--- config.mk ---
export PLATFORM = sky130hd
export DESIGN_NAME = segmented_lru_set_replacement
export DESIGN_NICKNAME = d
export VERILOG_FILES = /design/src/sv/slru_pkg.sv /design/src/sv/segmented_lru_set_replacement.sv /design/src/sv/slru_list.sv /design/src/sv/slru_ctrl.sv /design/src/sv/slru_dp.sv
export SDC_FILE = /design/constraint.sdc
export NUM_CORES = 1
export LEC_CHECK = 0
export BUFFER_PORTS_ARGS = -buffer_cell sky130_fd_sc_hd__buf_2
export CAP_MARGIN = 20
export CELL_PAD_IN_SITES_DETAIL_PLACEMENT = 1
export CELL_PAD_IN_SITES_GLOBAL_PLACEMENT = 2
export CORE_MARGIN = 2
export CORE_UTILIZATION = 45
export CTS_CLUSTER_SIZE = 14
export DETAILED_ROUTE_END_ITERATION = 6
export PLACE_DENSITY = 0.8
export REMOVE_ABC_BUFFERS = 1
export SYNTH_ARGS = -nofsm -noshare
export SYNTH_HDL_FRONTEND = slang
export SYNTH_SLANG_ARGS = --single-unit
--- constraint.sdc ---
create_clock -name clk -period 5 [get_ports clk]
set_input_delay 0.25 -clock clk [delete_from_list [all_inputs] [get_ports clk]]
set_output_delay 0.25 -clock clk [all_outputs]
set_load 0.03 [all_outputs]
--- src/sv/slru_pkg.sv ---
`timescale 1ns / 1ps

package slru_pkg;

    // fixed widths of the transfer fields
    localparam int MODE_W     = 3;
    localparam int TAG_W      = 32;
    localparam int WAY_W      = 3;
    localparam int TIER_W     = 2;
    localparam int TOUCH_BITS = 5;

    localparam logic [TOUCH_BITS-1:0] TOUCH_MAX       = 5'd31;
    localparam logic [TOUCH_BITS-1:0] PROMOTE_TOUCHES = 5'd2;

    typedef enum logic [MODE_W-1:0] {
        MODE_LOOKUP   = 3'd0,
        MODE_VICTIM   = 3'd1,
        MODE_INSTALL  = 3'd2,
        MODE_HIT      = 3'd3,
        MODE_PREFETCH = 3'd4,
        MODE_RESET    = 3'd5
    } mode_t;

    typedef enum logic [TIER_W-1:0] {
        TIER_INVALID   = 2'd0,
        TIER_PROBATION = 2'd1,
        TIER_PROTECTED = 2'd2
    } tier_t;

    typedef enum logic [2:0] {
        LIST_HOLD,
        LIST_REMOVE,
        LIST_REFRESH,
        LIST_POP,
        LIST_CLEAR
    } list_op_t;

    typedef enum logic [1:0] {
        ST_IDLE,
        ST_SEARCH,
        ST_UPDATE
    } state_t;

    typedef struct packed {
        logic [MODE_W-1:0] mode;
        logic [TAG_W-1:0]  tag;
        logic [WAY_W-1:0]  way;
    } item_t;

    typedef struct packed {
        logic              hit;
        logic [WAY_W-1:0]  hit_way;
        logic [WAY_W-1:0]  victim_way;
        logic              victim_valid;
        logic [TIER_W-1:0] victim_tier;
    } result_t;

    // controller to datapath commands
    typedef struct packed {
        logic load;
        logic search;
        logic update;
    } cmd_t;

endpackage

--- src/sv/segmented_lru_set_replacement.sv ---
`timescale 1ns / 1ps
// Segmented LRU replacement state for one cache set of WAYS ways.
// Request channel: a transfer is taken at a rising edge with start high and
// busy low; item carries mode, tag and way. Modes: lookup, pick victim,
// install, demand hit, prefetch touch and a soft reset of the set state.
// Result channel: done is high for exactly one cycle with result valid;
// every request gives exactly one result. The receiver cannot stall, so a
// result must be taken in the cycle it is shown.
// The request passes the search state for the parallel tag compare and
// victim choice, the update state for the recency list shift and line
// writes, then the result register.
// A new request can be taken during the update state, before the last
// result is shown; busy is high only in the search cycle.
// Reset: rst_n clears valid bits, touch counts, tiers and both list lengths
// at once; the block accepts a request in the first cycle after reset.
// The protected tier has no capacity bound.

module segmented_lru_set_replacement #(
    parameter int WAYS     = 8,
    parameter int TAG_BITS = 32
) (
    input  logic              clk,
    input  logic              rst_n,
    input  logic              start,
    output logic              busy,
    input  slru_pkg::item_t   item,
    output logic              done,
    output slru_pkg::result_t result
);

    slru_pkg::cmd_t cmd;

    slru_ctrl u_ctrl (
        .clk   (clk),
        .rst_n (rst_n),
        .start (start),
        .busy  (busy),
        .done  (done),
        .cmd   (cmd)
    );

    slru_dp #(
        .WAYS     (WAYS),
        .TAG_BITS (TAG_BITS)
    ) u_dp (
        .clk    (clk),
        .rst_n  (rst_n),
        .cmd    (cmd),
        .item   (item),
        .result (result)
    );

endmodule

--- src/sv/slru_list.sv ---
`timescale 1ns / 1ps

module slru_list #(
    parameter int WAYS = 8,
    localparam int IDX_W = (WAYS > 1) ? $clog2(WAYS) : 1,
    localparam int LEN_W = $clog2(WAYS + 1)
) (
    input  logic                 clk,
    input  logic                 rst_n,
    input  slru_pkg::list_op_t   op,
    input  logic [IDX_W-1:0]     target,
    output logic [LEN_W-1:0]     len,
    output logic [IDX_W-1:0]     lru
);

    logic [IDX_W-1:0] ent_reg  [WAYS];
    logic [IDX_W-1:0] ent_next [WAYS];
    logic [IDX_W-1:0] up_src   [WAYS];
    logic [IDX_W-1:0] dn_src   [WAYS];
    logic [LEN_W-1:0] len_reg;
    logic [LEN_W-1:0] len_next;
    logic [LEN_W-1:0] lru_pos;
    logic [WAYS-1:0]  match;
    logic [WAYS-1:0]  past_hit;
    logic             found;

    // neighbor entries for the shift toward lru and toward mru
    genvar g;
    generate
        for (g = 0; g < WAYS; g++)
        begin : g_src
            if (g < WAYS - 1)
            begin : g_up
                assign up_src[g] = ent_reg[g + 1];
            end
            else
            begin : g_up_last
                assign up_src[g] = ent_reg[g];
            end
            if (g > 0)
            begin : g_dn
                assign dn_src[g] = ent_reg[g - 1];
            end
            else
            begin : g_dn_first
                assign dn_src[g] = target;
            end
        end
    endgenerate

    // locate the target among live entries
    always_comb
    begin
        for (int i = 0; i < WAYS; i++)
        begin
            match[i] = (ent_reg[i] == target) && (i < len_reg);
        end
        past_hit[0] = 1'b0;
        for (int i = 1; i < WAYS; i++)
        begin
            past_hit[i] = past_hit[i - 1] | match[i - 1];
        end
        found = |match;
    end

    // next list contents
    always_comb
    begin
        for (int i = 0; i < WAYS; i++)
        begin
            ent_next[i] = ent_reg[i];
        end
        len_next = len_reg;
        case (op)
            slru_pkg::LIST_REMOVE:
            begin
                for (int i = 0; i < WAYS; i++)
                begin
                    if (past_hit[i] || match[i])
                    begin
                        ent_next[i] = up_src[i];
                    end
                end
                len_next = len_reg - LEN_W'(found);
            end
            slru_pkg::LIST_REFRESH:
            begin
                // entries above the old position slide down one, target at mru
                for (int i = 0; i < WAYS; i++)
                begin
                    if (!past_hit[i])
                    begin
                        ent_next[i] = dn_src[i];
                    end
                end
                if (!found && (len_reg != LEN_W'(WAYS)))
                begin
                    len_next = len_reg + LEN_W'(1);
                end
            end
            slru_pkg::LIST_POP:
            begin
                len_next = len_reg - LEN_W'(1);
            end
            slru_pkg::LIST_CLEAR:
            begin
                len_next = '0;
            end
            default:
            begin
                len_next = len_reg;
            end
        endcase
    end

    // entries carry no reset, only the length does
    always_ff @(posedge clk)
    begin
        for (int i = 0; i < WAYS; i++)
        begin
            ent_reg[i] <= ent_next[i];
        end
    end

    always_ff @(posedge clk or negedge rst_n)
    begin
        if (!rst_n)
        begin
            len_reg <= '0;
        end
        else
        begin
            len_reg <= len_next;
        end
    end

    assign lru_pos = len_reg - LEN_W'(1);
    assign lru     = ent_reg[lru_pos[IDX_W-1:0]];
    assign len     = len_reg;

endmodule

--- src/sv/slru_ctrl.sv ---
`timescale 1ns / 1ps

module slru_ctrl (
    input  logic           clk,
    input  logic           rst_n,
    input  logic           start,
    output logic           busy,
    output logic           done,
    output slru_pkg::cmd_t cmd
);

    slru_pkg::state_t state_reg;
    slru_pkg::state_t state_next;
    logic             done_reg;

    // state register
    always_ff @(posedge clk or negedge rst_n)
    begin
        if (!rst_n)
        begin
            state_reg <= slru_pkg::ST_IDLE;
            done_reg  <= 1'b0;
        end
        else
        begin
            state_reg <= state_next;
            done_reg  <= (state_reg == slru_pkg::ST_UPDATE);
        end
    end

    // next state and commands; a new transfer is taken during update
    always_comb
    begin
        state_next = state_reg;
        cmd        = '0;
        busy       = 1'b0;
        case (state_reg)
            slru_pkg::ST_IDLE:
            begin
                if (start)
                begin
                    cmd.load   = 1'b1;
                    state_next = slru_pkg::ST_SEARCH;
                end
            end
            slru_pkg::ST_SEARCH:
            begin
                busy       = 1'b1;
                cmd.search = 1'b1;
                state_next = slru_pkg::ST_UPDATE;
            end
            slru_pkg::ST_UPDATE:
            begin
                cmd.update = 1'b1;
                if (start)
                begin
                    cmd.load   = 1'b1;
                    state_next = slru_pkg::ST_SEARCH;
                end
                else
                begin
                    state_next = slru_pkg::ST_IDLE;
                end
            end
            default:
            begin
                state_next = slru_pkg::ST_IDLE;
            end
        endcase
    end

    assign done = done_reg;

endmodule

--- src/sv/slru_dp.sv ---
`timescale 1ns / 1ps

module slru_dp #(
    parameter int WAYS     = 8,
    parameter int TAG_BITS = 32,
    localparam int IDX_W = (WAYS > 1) ? $clog2(WAYS) : 1,
    localparam int LEN_W = $clog2(WAYS + 1)
) (
    input  logic              clk,
    input  logic              rst_n,
    input  slru_pkg::cmd_t    cmd,
    input  slru_pkg::item_t   item,
    output slru_pkg::result_t result
);

    localparam int WAY_W = slru_pkg::WAY_W;
    localparam int TB    = slru_pkg::TOUCH_BITS;

    // per-way line state
    logic                valid_reg [WAYS];
    logic [TAG_BITS-1:0] tag_reg   [WAYS];
    logic [TB-1:0]       touch_reg [WAYS];
    slru_pkg::tier_t     tier_reg  [WAYS];

    // latched request and search results
    slru_pkg::item_t     item_reg;
    logic                hit_reg;
    logic [IDX_W-1:0]    hit_way_reg;
    logic [IDX_W-1:0]    target_reg;
    logic                inv_found_reg;
    logic                pop_prob_reg;
    logic                pop_prot_reg;
    logic                way_ok_reg;
    slru_pkg::result_t   result_reg;

    logic                hit_next;
    logic [IDX_W-1:0]    hit_way_next;
    logic [IDX_W-1:0]    target_next;
    logic                inv_found_next;
    logic                pop_prob_next;
    logic                pop_prot_next;
    logic                way_ok_next;
    slru_pkg::result_t   result_next;

    logic [TAG_BITS+slru_pkg::TAG_W-1:0] tag_ext;
    logic [TAG_BITS-1:0] tag_k;
    logic [IDX_W+WAY_W-1:0] way_ext;
    logic [IDX_W-1:0]    way_idx;
    logic [IDX_W-1:0]    inv_idx;
    logic [WAY_W+IDX_W-1:0] hit_way_ext;
    logic [WAY_W+IDX_W-1:0] target_ext;

    // list interface
    slru_pkg::list_op_t  prob_op;
    slru_pkg::list_op_t  prot_op;
    logic [LEN_W-1:0]    prob_len;
    logic [LEN_W-1:0]    prot_len;
    logic [IDX_W-1:0]    prob_lru;
    logic [IDX_W-1:0]    prot_lru;

    // update controls
    slru_pkg::tier_t     cur_tier;
    logic [TB-1:0]       cur_touch;
    logic [TB-1:0]       touch_inc;
    logic                promote;
    logic                wr_install;
    logic                wr_touch;
    logic                wr_promote;
    logic                clear_all;

    slru_list #(.WAYS(WAYS)) u_prob (
        .clk    (clk),
        .rst_n  (rst_n),
        .op     (prob_op),
        .target (target_reg),
        .len    (prob_len),
        .lru    (prob_lru)
    );

    slru_list #(.WAYS(WAYS)) u_prot (
        .clk    (clk),
        .rst_n  (rst_n),
        .op     (prot_op),
        .target (target_reg),
        .len    (prot_len),
        .lru    (prot_lru)
    );

    // fit the request fields to the configured widths
    assign tag_ext = {{TAG_BITS{1'b0}}, item_reg.tag};
    assign tag_k   = tag_ext[TAG_BITS-1:0];
    assign way_ext = {{IDX_W{1'b0}}, item_reg.way};
    assign way_idx = way_ext[IDX_W-1:0];

    // search: tag compare, first free way, victim choice
    always_comb
    begin
        hit_next     = 1'b0;
        hit_way_next = '0;
        inv_found_next = 1'b0;
        inv_idx      = '0;
        for (int i = 0; i < WAYS; i++)
        begin
            if (!hit_next && valid_reg[i] && (tag_reg[i] == tag_k))
            begin
                hit_next     = 1'b1;
                hit_way_next = IDX_W'(i);
            end
            if (!inv_found_next && !valid_reg[i])
            begin
                inv_found_next = 1'b1;
                inv_idx        = IDX_W'(i);
            end
        end
        way_ok_next   = (32'(item_reg.way) < WAYS);
        pop_prob_next = 1'b0;
        pop_prot_next = 1'b0;
        target_next   = way_idx;
        if (item_reg.mode == slru_pkg::MODE_VICTIM)
        begin
            if (inv_found_next)
            begin
                target_next = inv_idx;
            end
            else if (prob_len != '0)
            begin
                target_next   = prob_lru;
                pop_prob_next = 1'b1;
            end
            else if (prot_len != '0)
            begin
                target_next   = prot_lru;
                pop_prot_next = 1'b1;
            end
            else
            begin
                target_next = '0;
            end
        end
    end

    always_ff @(posedge clk)
    begin
        if (cmd.load)
        begin
            item_reg <= item;
        end
        if (cmd.search)
        begin
            hit_reg       <= hit_next;
            hit_way_reg   <= hit_way_next;
            target_reg    <= target_next;
            inv_found_reg <= inv_found_next;
            pop_prob_reg  <= pop_prob_next;
            pop_prot_reg  <= pop_prot_next;
            way_ok_reg    <= way_ok_next;
        end
    end

    assign cur_tier    = tier_reg[target_reg];
    assign cur_touch   = touch_reg[target_reg];
    assign touch_inc   = (cur_touch == slru_pkg::TOUCH_MAX) ? cur_touch : cur_touch + TB'(1);
    assign promote     = (cur_tier == slru_pkg::TIER_PROBATION) &&
                         (touch_inc >= slru_pkg::PROMOTE_TOUCHES);
    assign hit_way_ext = {{WAY_W{1'b0}}, hit_way_reg};
    assign target_ext  = {{WAY_W{1'b0}}, target_reg};

    // update: list commands, line writes and the result
    always_comb
    begin
        prob_op     = slru_pkg::LIST_HOLD;
        prot_op     = slru_pkg::LIST_HOLD;
        wr_install  = 1'b0;
        wr_touch    = 1'b0;
        wr_promote  = 1'b0;
        clear_all   = 1'b0;
        result_next = '0;
        if (cmd.update)
        begin
            case (item_reg.mode)
                slru_pkg::MODE_LOOKUP:
                begin
                    result_next.hit     = hit_reg;
                    result_next.hit_way = hit_way_ext[WAY_W-1:0];
                end
                slru_pkg::MODE_VICTIM:
                begin
                    result_next.victim_way   = target_ext[WAY_W-1:0];
                    result_next.victim_valid = valid_reg[target_reg];
                    result_next.victim_tier  = cur_tier;
                    if (inv_found_reg)
                    begin
                        prob_op = slru_pkg::LIST_REMOVE;
                        prot_op = slru_pkg::LIST_REMOVE;
                    end
                    else if (pop_prob_reg)
                    begin
                        prob_op = slru_pkg::LIST_POP;
                    end
                    else if (pop_prot_reg)
                    begin
                        prot_op = slru_pkg::LIST_POP;
                    end
                end
                slru_pkg::MODE_INSTALL:
                begin
                    if (way_ok_reg)
                    begin
                        prob_op    = slru_pkg::LIST_REFRESH;
                        prot_op    = slru_pkg::LIST_REMOVE;
                        wr_install = 1'b1;
                    end
                end
                slru_pkg::MODE_HIT:
                begin
                    if (way_ok_reg)
                    begin
                        wr_touch = 1'b1;
                        if (promote)
                        begin
                            prob_op    = slru_pkg::LIST_REMOVE;
                            prot_op    = slru_pkg::LIST_REFRESH;
                            wr_promote = 1'b1;
                        end
                        else if (cur_tier == slru_pkg::TIER_PROBATION)
                        begin
                            prob_op = slru_pkg::LIST_REFRESH;
                        end
                        else if (cur_tier == slru_pkg::TIER_PROTECTED)
                        begin
                            prot_op = slru_pkg::LIST_REFRESH;
                        end
                    end
                end
                slru_pkg::MODE_PREFETCH:
                begin
                    if (way_ok_reg)
                    begin
                        if (cur_tier == slru_pkg::TIER_PROBATION)
                        begin
                            prob_op = slru_pkg::LIST_REFRESH;
                        end
                        else if (cur_tier == slru_pkg::TIER_PROTECTED)
                        begin
                            prot_op = slru_pkg::LIST_REFRESH;
                        end
                    end
                end
                slru_pkg::MODE_RESET:
                begin
                    prob_op   = slru_pkg::LIST_CLEAR;
                    prot_op   = slru_pkg::LIST_CLEAR;
                    clear_all = 1'b1;
                end
                default:
                begin
                    result_next = '0;
                end
            endcase
        end
    end

    // line state with reset
    always_ff @(posedge clk or negedge rst_n)
    begin
        if (!rst_n)
        begin
            for (int i = 0; i < WAYS; i++)
            begin
                valid_reg[i] <= 1'b0;
                touch_reg[i] <= '0;
                tier_reg[i]  <= slru_pkg::TIER_INVALID;
            end
        end
        else if (clear_all)
        begin
            for (int i = 0; i < WAYS; i++)
            begin
                valid_reg[i] <= 1'b0;
                touch_reg[i] <= '0;
                tier_reg[i]  <= slru_pkg::TIER_INVALID;
            end
        end
        else
        begin
            if (wr_install)
            begin
                valid_reg[target_reg] <= 1'b1;
                touch_reg[target_reg] <= TB'(1);
                tier_reg[target_reg]  <= slru_pkg::TIER_PROBATION;
            end
            if (wr_touch)
            begin
                touch_reg[target_reg] <= touch_inc;
            end
            if (wr_promote)
            begin
                tier_reg[target_reg] <= slru_pkg::TIER_PROTECTED;
            end
        end
    end

    // tags are only seen through a valid way
    always_ff @(posedge clk)
    begin
        if (wr_install)
        begin
            tag_reg[target_reg] <= tag_k;
        end
    end

    // result register
    always_ff @(posedge clk or negedge rst_n)
    begin
        if (!rst_n)
        begin
            result_reg <= '0;
        end
        else if (cmd.update)
        begin
            result_reg <= result_next;
        end
    end

    assign result = result_reg;

endmodule

==> flow_metrics.tcl, run 1 <==
set metrics [dict create \
    status "finished clean" \
    synth_edf_count 352 \
    clk_latency_ns 0.59 \
    grt-busiest-layer "met2" \
    multi_input_area_um2 7380 \
    num_io_pins 53 \
    place_inst 2193 \
    root_buffer "clkbuf_16" \
    max_freq_ghz 0.213 \
    maxSlewHeadroom 0.295 \
    fin_nets 1739 \
    drc 0 \
    drv_slew 0 \
    grt_antenna_before_repair 1 \
    period_needed_ns 4.70 \
    io_buffers 52 \
    std_cell_rows 78 \
    final.setup_skew_ns 0.0155 \
    n_antenna_cell 0 \
    viasPerCell 5.64 \
    ys_seq_area_frac 0.619 \
    initial_utilization 0.454 \
    startpoint_type "flop" \
    routedWlPerCell_um 24.3 \
    cts_sinks 437 \
    path_class "flop to flop" \
    grt_pass1_wl_mm 86.7 \
    gp_congestion 0.880 \
    required_ns 5.52 \
    arrival_ns 5.22 \
    die_w_um 218 \
    overflow 0 \
    cts_tree "built" \
    grt_usage 0.243 \
    syn_area_um2 20500 \
    drtIter0Drc 931 \
    p_per_area_nw_per_um2 387 \
    clk_pin_slew_ns 0.06 \
    async_flop_share 0.195 \
    fin_area_um2 23600 \
    seq_area_um2 12700 \
    drtPass1Iterations 5 \
    cts_buffers 48 \
    routed-via-count 13100 \
    die_h_um 218 \
    timing_hold_violations_final 0 \
    grt_use_met2 0.407 \
    drive_above_1_share 0.146 \
    syn-instance-count 1564 \
    rr_worst_depth 16 \
    critPathMaxFanout 27 \
    cts_resized 0 \
    met1_usage 0.327 \
    fillers 4508 \
    dieArea_um2 47300 \
    synthFlopType "edfxtp_1" \
    yosysWarnings 0 \
    synth_seq_cells 437 \
    drv_cap 0 \
    area_growth_pct 15.1 \
    htreeDepth 2 \
    post-route-period-util 0.940 \
    worst_setup_path_end_kind "flop" \
    grt_max_degree 65 \
    leakage_nw 8.45 \
    cts.path.max_buffers 3 \
    r2r_slack_ns 0.30 \
    met3_usage 0.0417 \
    largest_reg_flops 256 \
    grt_pass1_vias 14000 \
    ir_drop_uv 259 \
    placed_area_um2 21600 \
    core_um2 45200 \
    fin_cells 2323 \
    grt_setup_unrepaired "no" \
    final_antenna_net_count 0 \
    avgSynthCellArea_um2 13.1 \
    finalPower_mw 9.13 \
    drt_wl_total_mm 56.5 \
    cts_setup_buffers 0 \
    hpwl_mm 37.5 \
    setup_viol 0 \
    ys_types 77 \
    hold_class "input pin to async pin" \
    tightestPinTransition_ns 1.06 \
]
[logic make-up (layout without fill, tap and decap cells)]
family | count (synthesis) | in the layout | synth area share
multiplexers | 52 | 52 | 0.0423
AO/OA/AOI/OAI | 187 | 187 | 0.0658
flip-flops | 437 | 437 | 0.619
XOR/XNOR | 311 | 311 | 0.133
buffers and inverters | 110 | 269 | 0.0233
adder cells (fa/ha/maj) | 15 | 15 | 0.00988
AND/OR/NAND/NOR | 452 | 452 | 0.107
[per-stage QoR]
stage | hold slack (ns) | utilization | setup TNS (ns) | setup slack [ns]
after global routing | 0.131 | 0.523 | 0 | 0.0444
after CTS | 0.0972 | 0.523 | 0 | 0.298
after detailed placement | 0.176 | 0.479 | 0 | 0.345
final | 0.114 | 0.523 | 0 | 0.302
after floorplan | -0.0456 | - | -2.44 | -0.752
after global placement | 0.171 | 0.479 | 0 | 0.496
[routing by layer]
metal  wire, um  vias up  share of wire
li1           -     5936              -
met1      24500     6781           0.43
met2      27600      303           0.49
met3       2800       76          0.050
met4       1520        0          0.027
met5          0        -              0
[synth_stat cells, types with 6 or more instances]
library cell	n	share of area
o21ai_0	28	0.0068
inv_1	26	0.0048
clkbuf_1	56	0.010
and2_1	13	0.0040
o2111ai_1	6	0.0026
xor2_1	60	0.026
o22ai_1	7	0.0021
nand3_1	26	0.0063
nand2b_1	8	0.0024
mux4_2	26	0.029
nand4_1	55	0.017
dfrtp_1	85	0.10
xnor2_1	251	0.11
mux2_2	6	0.0033
and3_1	12	0.0037
edfxtp_1	352	0.52
mux2i_1	16	0.0078
nor2_1	98	0.018
nor2b_1	17	0.0052
a22oi_1	30	0.011
nor4_1	18	0.0055
a21oi_1	34	0.0083
a32oi_1	8	0.0034
nor3_1	20	0.0049
a22o_1	6	0.0026
buf_2	13	0.0032
o211a_1	7	0.0034
ha_1	13	0.0079
o31ai_1	14	0.0051
nand2_1	156	0.029
[power breakdown]
part | switching [mW] | leakage [nW] | total [mW] | internal (mW)
Clock | 1.49 | 0.773 | 3.49 | 2.00
Combinational | 0.760 | 3.34 | 1.40 | 0.644
Sequential | 0.200 | 4.33 | 4.23 | 4.03
[area by class of cell]
cell class / count / share of cell area
multi-input combinational: 1017 / 0.313
clock inverter: 27 / 0.00964
sequential: 437 / 0.538
clock buffer: 63 / 0.0567
tap: 600 / 0.0318
inverter: 27 / 0.00429
timing repair buffer: 152 / 0.0472
[worst paths after layout]
check,end,start
max,u_dp.u_prob.len[3],u_dp.target_reg[0]
min,u_dp.result[4],rst_n
max reg2reg,u_dp.u_prob.len[3],u_dp.target_reg[0]
min reg2reg,u_ctrl.state_reg[1],u_ctrl.state_reg[1]
max in group asynchronous,u_dp.tier_reg[7],rst_n
min in group clk,u_dp.way_idx[0],item[0]
[worst max-delay path, stage by stage, from the launching register on]
cell and delay (ns):
edfxtp_1 0.56, buf_4 0.50, mux4_2 0.61, mux2i_2 0.25, a211oi_2 0.09, o22a_2 0.26, a221o_1 0.37, and3_1 0.19
nor2_1 0.25, ha_1 0.29, a21o_1 0.19, a21oi_1 0.19, xnor2_1 0.18, nand2_1 0.08, mux2_2 0.27, o22ai_1 0.15
mux2_4 0.16
[repair_timing]
action / in CTS / in global routing
hold buffers: 40 / 0
hold endpoints to repair: 60 / 0
setup endpoints to repair: 0 / 0
[layout by cell type (no fill, tap or decap), drive strengths merged, types with 26 or more instances in the layout]
cell and n:
a22oi 30, dfrtp 85, nand2 156, xor2 60, dlygate4sd3 40, mux4 26, edfxtp 352, buf 112
a21oi 37, nand4 55, xnor2 251, o21ai 32, clkbuf 63, nor2 99, nand3 27, inv 29
Power figures use the tool's default switching activity.
==> run 2, diff against run 1 <==
Settings changed: PLACE_DENSITY 0.8 to not set, PLACE_DENSITY_LB_ADDON set to 0.3.
==> run 2 against run 1 <==
Core utilization grew 0.097 points. Register-to-register slack lost 0.02 ns. Clock-buffer cell count shrank 2. Die area is the same. Sequential cell count is the same. First-iteration DRC count shrank 18%. Clock skew grew 0.011 ns. Final cell count shrank 0.17%. Setup slack lost 0.019 ns. Critical path depth is the same. Design area grew 0.19%. Largest power group unchanged.
==> flow_metrics.tcl, run 2 (synthesized netlist as in run 1, its figures left out) <==
set metrics [dict create \
    grt_max_degree 52 \
    final_cell_mix "352 x edfxtp_1, 251 x xnor2_1, 156 x nand2_1, 94 x nor2_1, 85 x dfrtp_1" \
    drtPass1Iterations 5 \
    finalPower_mw 9.26 \
    leakage_nw 8.46 \
    die_h_um 218 \
    clk_latency_ns 0.61 \
    routed-via-count 13100 \
    fin_nets 1738 \
    arrival_ns 5.24 \
    p_per_area_nw_per_um2 391 \
    cts.path.max_buffers 3 \
    root_buffer "clkbuf_16" \
    timing_hold_violations_final 0 \
    largest_reg_flops 256 \
    status "finished clean" \
    grt_pass1_vias 14100 \
    fin_cells 2319 \
    num_io_pins 53 \
    drive_above_1_share 0.142 \
    die_w_um 218 \
    overflow 0 \
    dieArea_um2 47300 \
    startpoint_type "flop" \
    grt_antenna_before_repair 0 \
    drt_wl_total_mm 56.3 \
    path_class "flop to flop" \
    tightestPinTransition_ns 1.05 \
    max_freq_ghz 0.212 \
    io_buffers 52 \
    required_ns 5.53 \
    grt_pass1_wl_mm 86.7 \
    core_um2 45200 \
    hpwl_mm 38.1 \
    cts_buffers 47 \
    critPathMaxFanout 6 \
    period_needed_ns 4.72 \
    drv_cap 0 \
    htreeDepth 2 \
    drtIter0Drc 765 \
    clk_pin_slew_ns 0.06 \
    worst_setup_path_end_kind "flop" \
    n_antenna_cell 0 \
    routedWlPerCell_um 24.3 \
    grt_usage 0.243 \
    rr_worst_depth 16 \
    post-route-period-util 0.943 \
    cts_tree "built" \
    cts_setup_buffers 0 \
    cts_resized 0 \
    final_antenna_net_count 0 \
    setup_viol 0 \
    std_cell_rows 78 \
    gp_congestion 0.836 \
    ir_drop_uv 285 \
    initial_utilization 0.454 \
    layout_commonest_cell "edfxtp_1" \
    place_inst 2193 \
    maxSlewHeadroom 0.300 \
    grt_setup_unrepaired "no" \
    hold_class "input pin to async pin" \
    area_growth_pct 15.3 \
    viasPerCell 5.64 \
    cts_sinks 437 \
    final.setup_skew_ns 0.0267 \
    drc 0 \
    drv_slew 0 \
]
## run 2: cell count changes in the layout (fill, tap and decap cells not counted)
cell / previous run / this run
clkinv_2: 12 / 7
bufinv_16: 2 / 5
clkbuf_8: 6 / 3
clkinv_1: 6 / 9
buf_12: 0 / 2
buf_4: 61 / 59
clkbuf_1: 8 / 9
clkinv_4: 1 / 0
clkinv_8: 1 / 0
inv_16: 0 / 1
inv_4: 1 / 0
inv_6: 1 / 0
## run 2: critical path, cell delays in order (launching register included)
cell and delay, ns:
edfxtp_1 0.62, mux4_2 0.58, mux2_2 0.33, ha_1 0.36, nor4_2 0.08, o22a_2 0.30
a221o_1 0.38, and3_1 0.21, nor2_1 0.23, ha_1 0.28, a21o_1 0.18, a21oi_1 0.19
xnor2_1 0.19, nand2_1 0.10, mux2_2 0.28, o22ai_1 0.17, mux2_4 0.17
## run 2: path summary, 6_finish.rpt
check                                         start                   to  slack [ns]
worst max register to register   u_dp.target_reg[0]   u_dp.u_prob.len[3]        0.28
max in group asynchronous                     rst_n    u_dp.touch_reg[1]        3.76
worst min-delay path                          rst_n       u_dp.result[2]        0.16
min in group clk                           item[33]       u_dp.tag_k[30]        0.35
worst min register to register  u_ctrl.state_reg[1]  u_ctrl.state_reg[1]        0.47
worst max-delay path             u_dp.target_reg[0]   u_dp.u_prob.len[3]        0.28
## run 2: what timing repair did
item                                    CTS  global route
hold endpoints to repair                 73             0
endpoints found under the setup margin    0             0
hold buffers                             40             0
## run 2: layer usage
metal,up-vias,share of wire,wire length (um),GRT usage
li1,5924,-,-,-
met1,6855,0.43,24400,0.314
met2,208,0.51,28600,0.424
met4,0,0.027,1490,0.0708
met5,-,0,0,0
met3,85,0.031,1760,0.0357
## run 2: power by group
part,leakage [nW],internal (mW),switching (mW)
logic,3.35,0.654,0.812
registers,4.33,4.03,0.169
clock network,0.770,2.10,1.49
total,8.46,6.79,2.48
## run 2: cell type report
cell class / count / area, um2
clock inverter: 25 / 284
tap: 600 / 751
multi-input combinational: 1017 / 7380
clock buffer: 61 / 1300
fill: 4486 / 21500
inverter: 27 / 101
sequential: 437 / 12700
timing repair buffer: 152 / 1140
## run 2: stage by stage
stage	TNS [ns]	hold WS [ns]	util	instance area (um2)	setup WS, ns
3_3_place_gp	0	0.249	0.480	21700	0.427
6_report	0	0.155	0.523	23700	0.283
4_1_cts	0	0.150	0.523	23700	0.241
5_1_grt	0	0.180	0.523	23700	0.0871
2_1_floorplan	-2.44	-0.0456	-	20100	-0.752
3_5_place_dp	0	0.250	0.480	21700	0.355
==> run 3, diff against run 2 <==
Settings changed: BUFFER_PORTS_ARGS -buffer_cell sky130_fd_sc_hd__buf_2 to not set, CORE_UTILIZATION 45 to 46, DONT_BUFFER_PORTS set to 1.
==> run 3 against run 2 <==
Register-to-register slack improved by 0.14 ns. Global-route usage rose by 0.44 points. Setup slack improved by 0.14 ns. Core utilization increased by 0.46 points. Clock-buffer cell count up 4. Highest routed layer unchanged. Die area is 2.1% lower. First-iteration DRC count rose by 26%.
==> flow_metrics.tcl, run 3 (synthesized netlist as in run 1, its figures left out) <==
set metrics [dict create \
    viasPerCell 5.71 \
    n_antenna_cell 0 \
    maxSlewHeadroom 0.261 \
    root_buffer "clkbuf_16" \
    clk_latency_ns 0.59 \
    cts_sinks 437 \
    io_buffers 0 \
    num_io_pins 53 \
    critPathMaxFanout 7 \
    drive_above_1_share 0.116 \
    tns_ns 0 \
    startpoint_type "flop" \
    worst_setup_path_end_kind "flop" \
    cts_buffers 47 \
    drt_wl_total_mm 56.2 \
    r2r_slack_ns 0.42 \
    rr_worst_depth 17 \
    hpwl_mm 37.1 \
    fin_area_um2 23300 \
    overflow 0 \
    required_ns 5.53 \
    power_frac_comb 0.163 \
    htreeDepth 2 \
    final_cell_mix "352 x edfxtp_1, 251 x xnor2_1, 156 x nand2_1, 94 x nor2_1, 85 x dfrtp_1" \
    gp_congestion 0.837 \
    hold_class "input pin to async pin" \
    power_frac_seq 0.465 \
    place_inst 2134 \
    fin_cells 2264 \
    p_switching_mw 2.43 \
    ir_drop_uv 268 \
    p_int_mw 6.57 \
    grt_setup_unrepaired "no" \
    placed_area_um2 21400 \
    grt_pass1_vias 13900 \
    std_cell_rows 77 \
    die_w_um 215 \
    p_per_area_nw_per_um2 387 \
    core_um2 44100 \
    die_h_um 215 \
    clkPwrFrac 0.372 \
    drv_cap 0 \
    drv_slew 0 \
    post-route-period-util 0.915 \
    initial_utilization 0.465 \
    dieArea_um2 46300 \
    timing_hold_violations_final 0 \
    drtPass1Iterations 5 \
    largest_reg_flops 256 \
    status "finished clean" \
    switching_share 0.270 \
    grt_max_degree 86 \
    fin_nets 1690 \
    routed-via-count 12900 \
    arrival_ns 5.10 \
    tightestPinTransition_ns 1.10 \
    final.setup_skew_ns 0.0155 \
    drc 0 \
    grt_usage 0.247 \
    grt_antenna_before_repair 0 \
    period_needed_ns 4.58 \
    path_class "flop to flop" \
    final_antenna_net_count 0 \
    clk_pin_slew_ns 0.06 \
    setup_viol 0 \
    leakage_nw 8.20 \
    routedWlPerCell_um 24.8 \
    timing.hold.ws_ns 0.262 \
    grt_pass1_wl_mm 87.2 \
    cts.path.max_buffers 3 \
    area_growth_pct 13.6 \
    drtIter0Drc 967 \
    layout_commonest_cell "edfxtp_1" \
    cts_tree "built" \
    max_freq_ghz 0.219 \
]
-- run 3: cell types whose count changed in the layout (fill, tap and decap cells not counted), sizes merged --
cell      before  now
clkinvlp       2    0
inv           28   27
bufinv         5    2
buf          112   64
clkbuf        61   65
clkinv        17   20
-- run 3: worst max-delay path, cell delays in order, from the launching register on --
cell	delay, ns
edfxtp_1	0.42
buf_12	0.16
mux4_2	0.49
mux2_2	0.34
ha_1	0.38
nor4_2	0.09
o22a_2	0.29
a221o_1	0.38
and3_1	0.20
nor2_1	0.23
ha_1	0.29
a21o_1	0.18
a21oi_1	0.21
xnor2_1	0.19
nand2_1	0.08
mux2_2	0.27
o22ai_1	0.16
mux2_4	0.17
-- run 3: area by class of cell --
| type | count | area (um2) |
|---|---|---|
| multi-input cells | 1017 | 7380 |
| flip-flops and latches | 437 | 12700 |
| clock buffers | 65 | 1270 |
| inverters | 27 | 101 |
| well taps | 592 | 741 |
| fillers | 4449 | 20800 |
| clock inverters | 22 | 191 |
| repair buffers | 104 | 913 |
-- run 3: timing repair --
action / CTS / global route
setup buffers: 0 / 2
gates resized for setup: 0 / 0
hold endpoints to repair: 130 / 0
hold buffers: 41 / 0
endpoints found under the setup margin: 0 / 1
-- run 3: final timing paths --
kind,startpoint,endpoint
min,rst_n,u_dp.u_prot.len[2]
max,u_dp.target_reg[0],u_dp.u_prob.len[3]
min reg2reg,u_ctrl.state_reg[1],u_ctrl.state_reg[1]
max in group asynchronous,rst_n,u_dp.touch_reg[0]
min in group clk,item[3],u_dp.tag_k[0]
max reg2reg,u_dp.target_reg[0],u_dp.u_prob.len[3]
-- run 3: metal layers --
metal / wire (um) / global-route usage / up-vias / share of wire
li1: - / - / 5823 / -
met1: 24800 / 0.334 / 6736 / 0.44
met2: 27800 / 0.416 / 296 / 0.49
met3: 2530 / 0.0409 / 70 / 0.045
met4: 1140 / 0.0618 / 0 / 0.020
met5: 0 / 0 / - / 0
-- run 3: per-stage QoR --
step | power, mW | worst slack [ns] | util
after floorplan | 5.22 | -0.752 | -
after global placement | 5.63 | 0.397 | 0.485
after detailed placement | 5.67 | 0.277 | 0.485
after CTS | 9.07 | 0.224 | 0.527
after global routing | 9.37 | 0.222 | 0.528
final | 9.01 | 0.425 | 0.528
-- run 3: power groups by stage --
stage          Clock (mW)  Combinational, mW  Sequential [mW]
2_1_floorplan           0              0.934             4.29
3_3_place_gp            0               1.38             4.26
3_5_place_dp            0               1.41             4.26
4_1_cts              3.41               1.47             4.19
5_1_grt              3.55               1.61             4.20
6_report             3.35               1.46             4.19
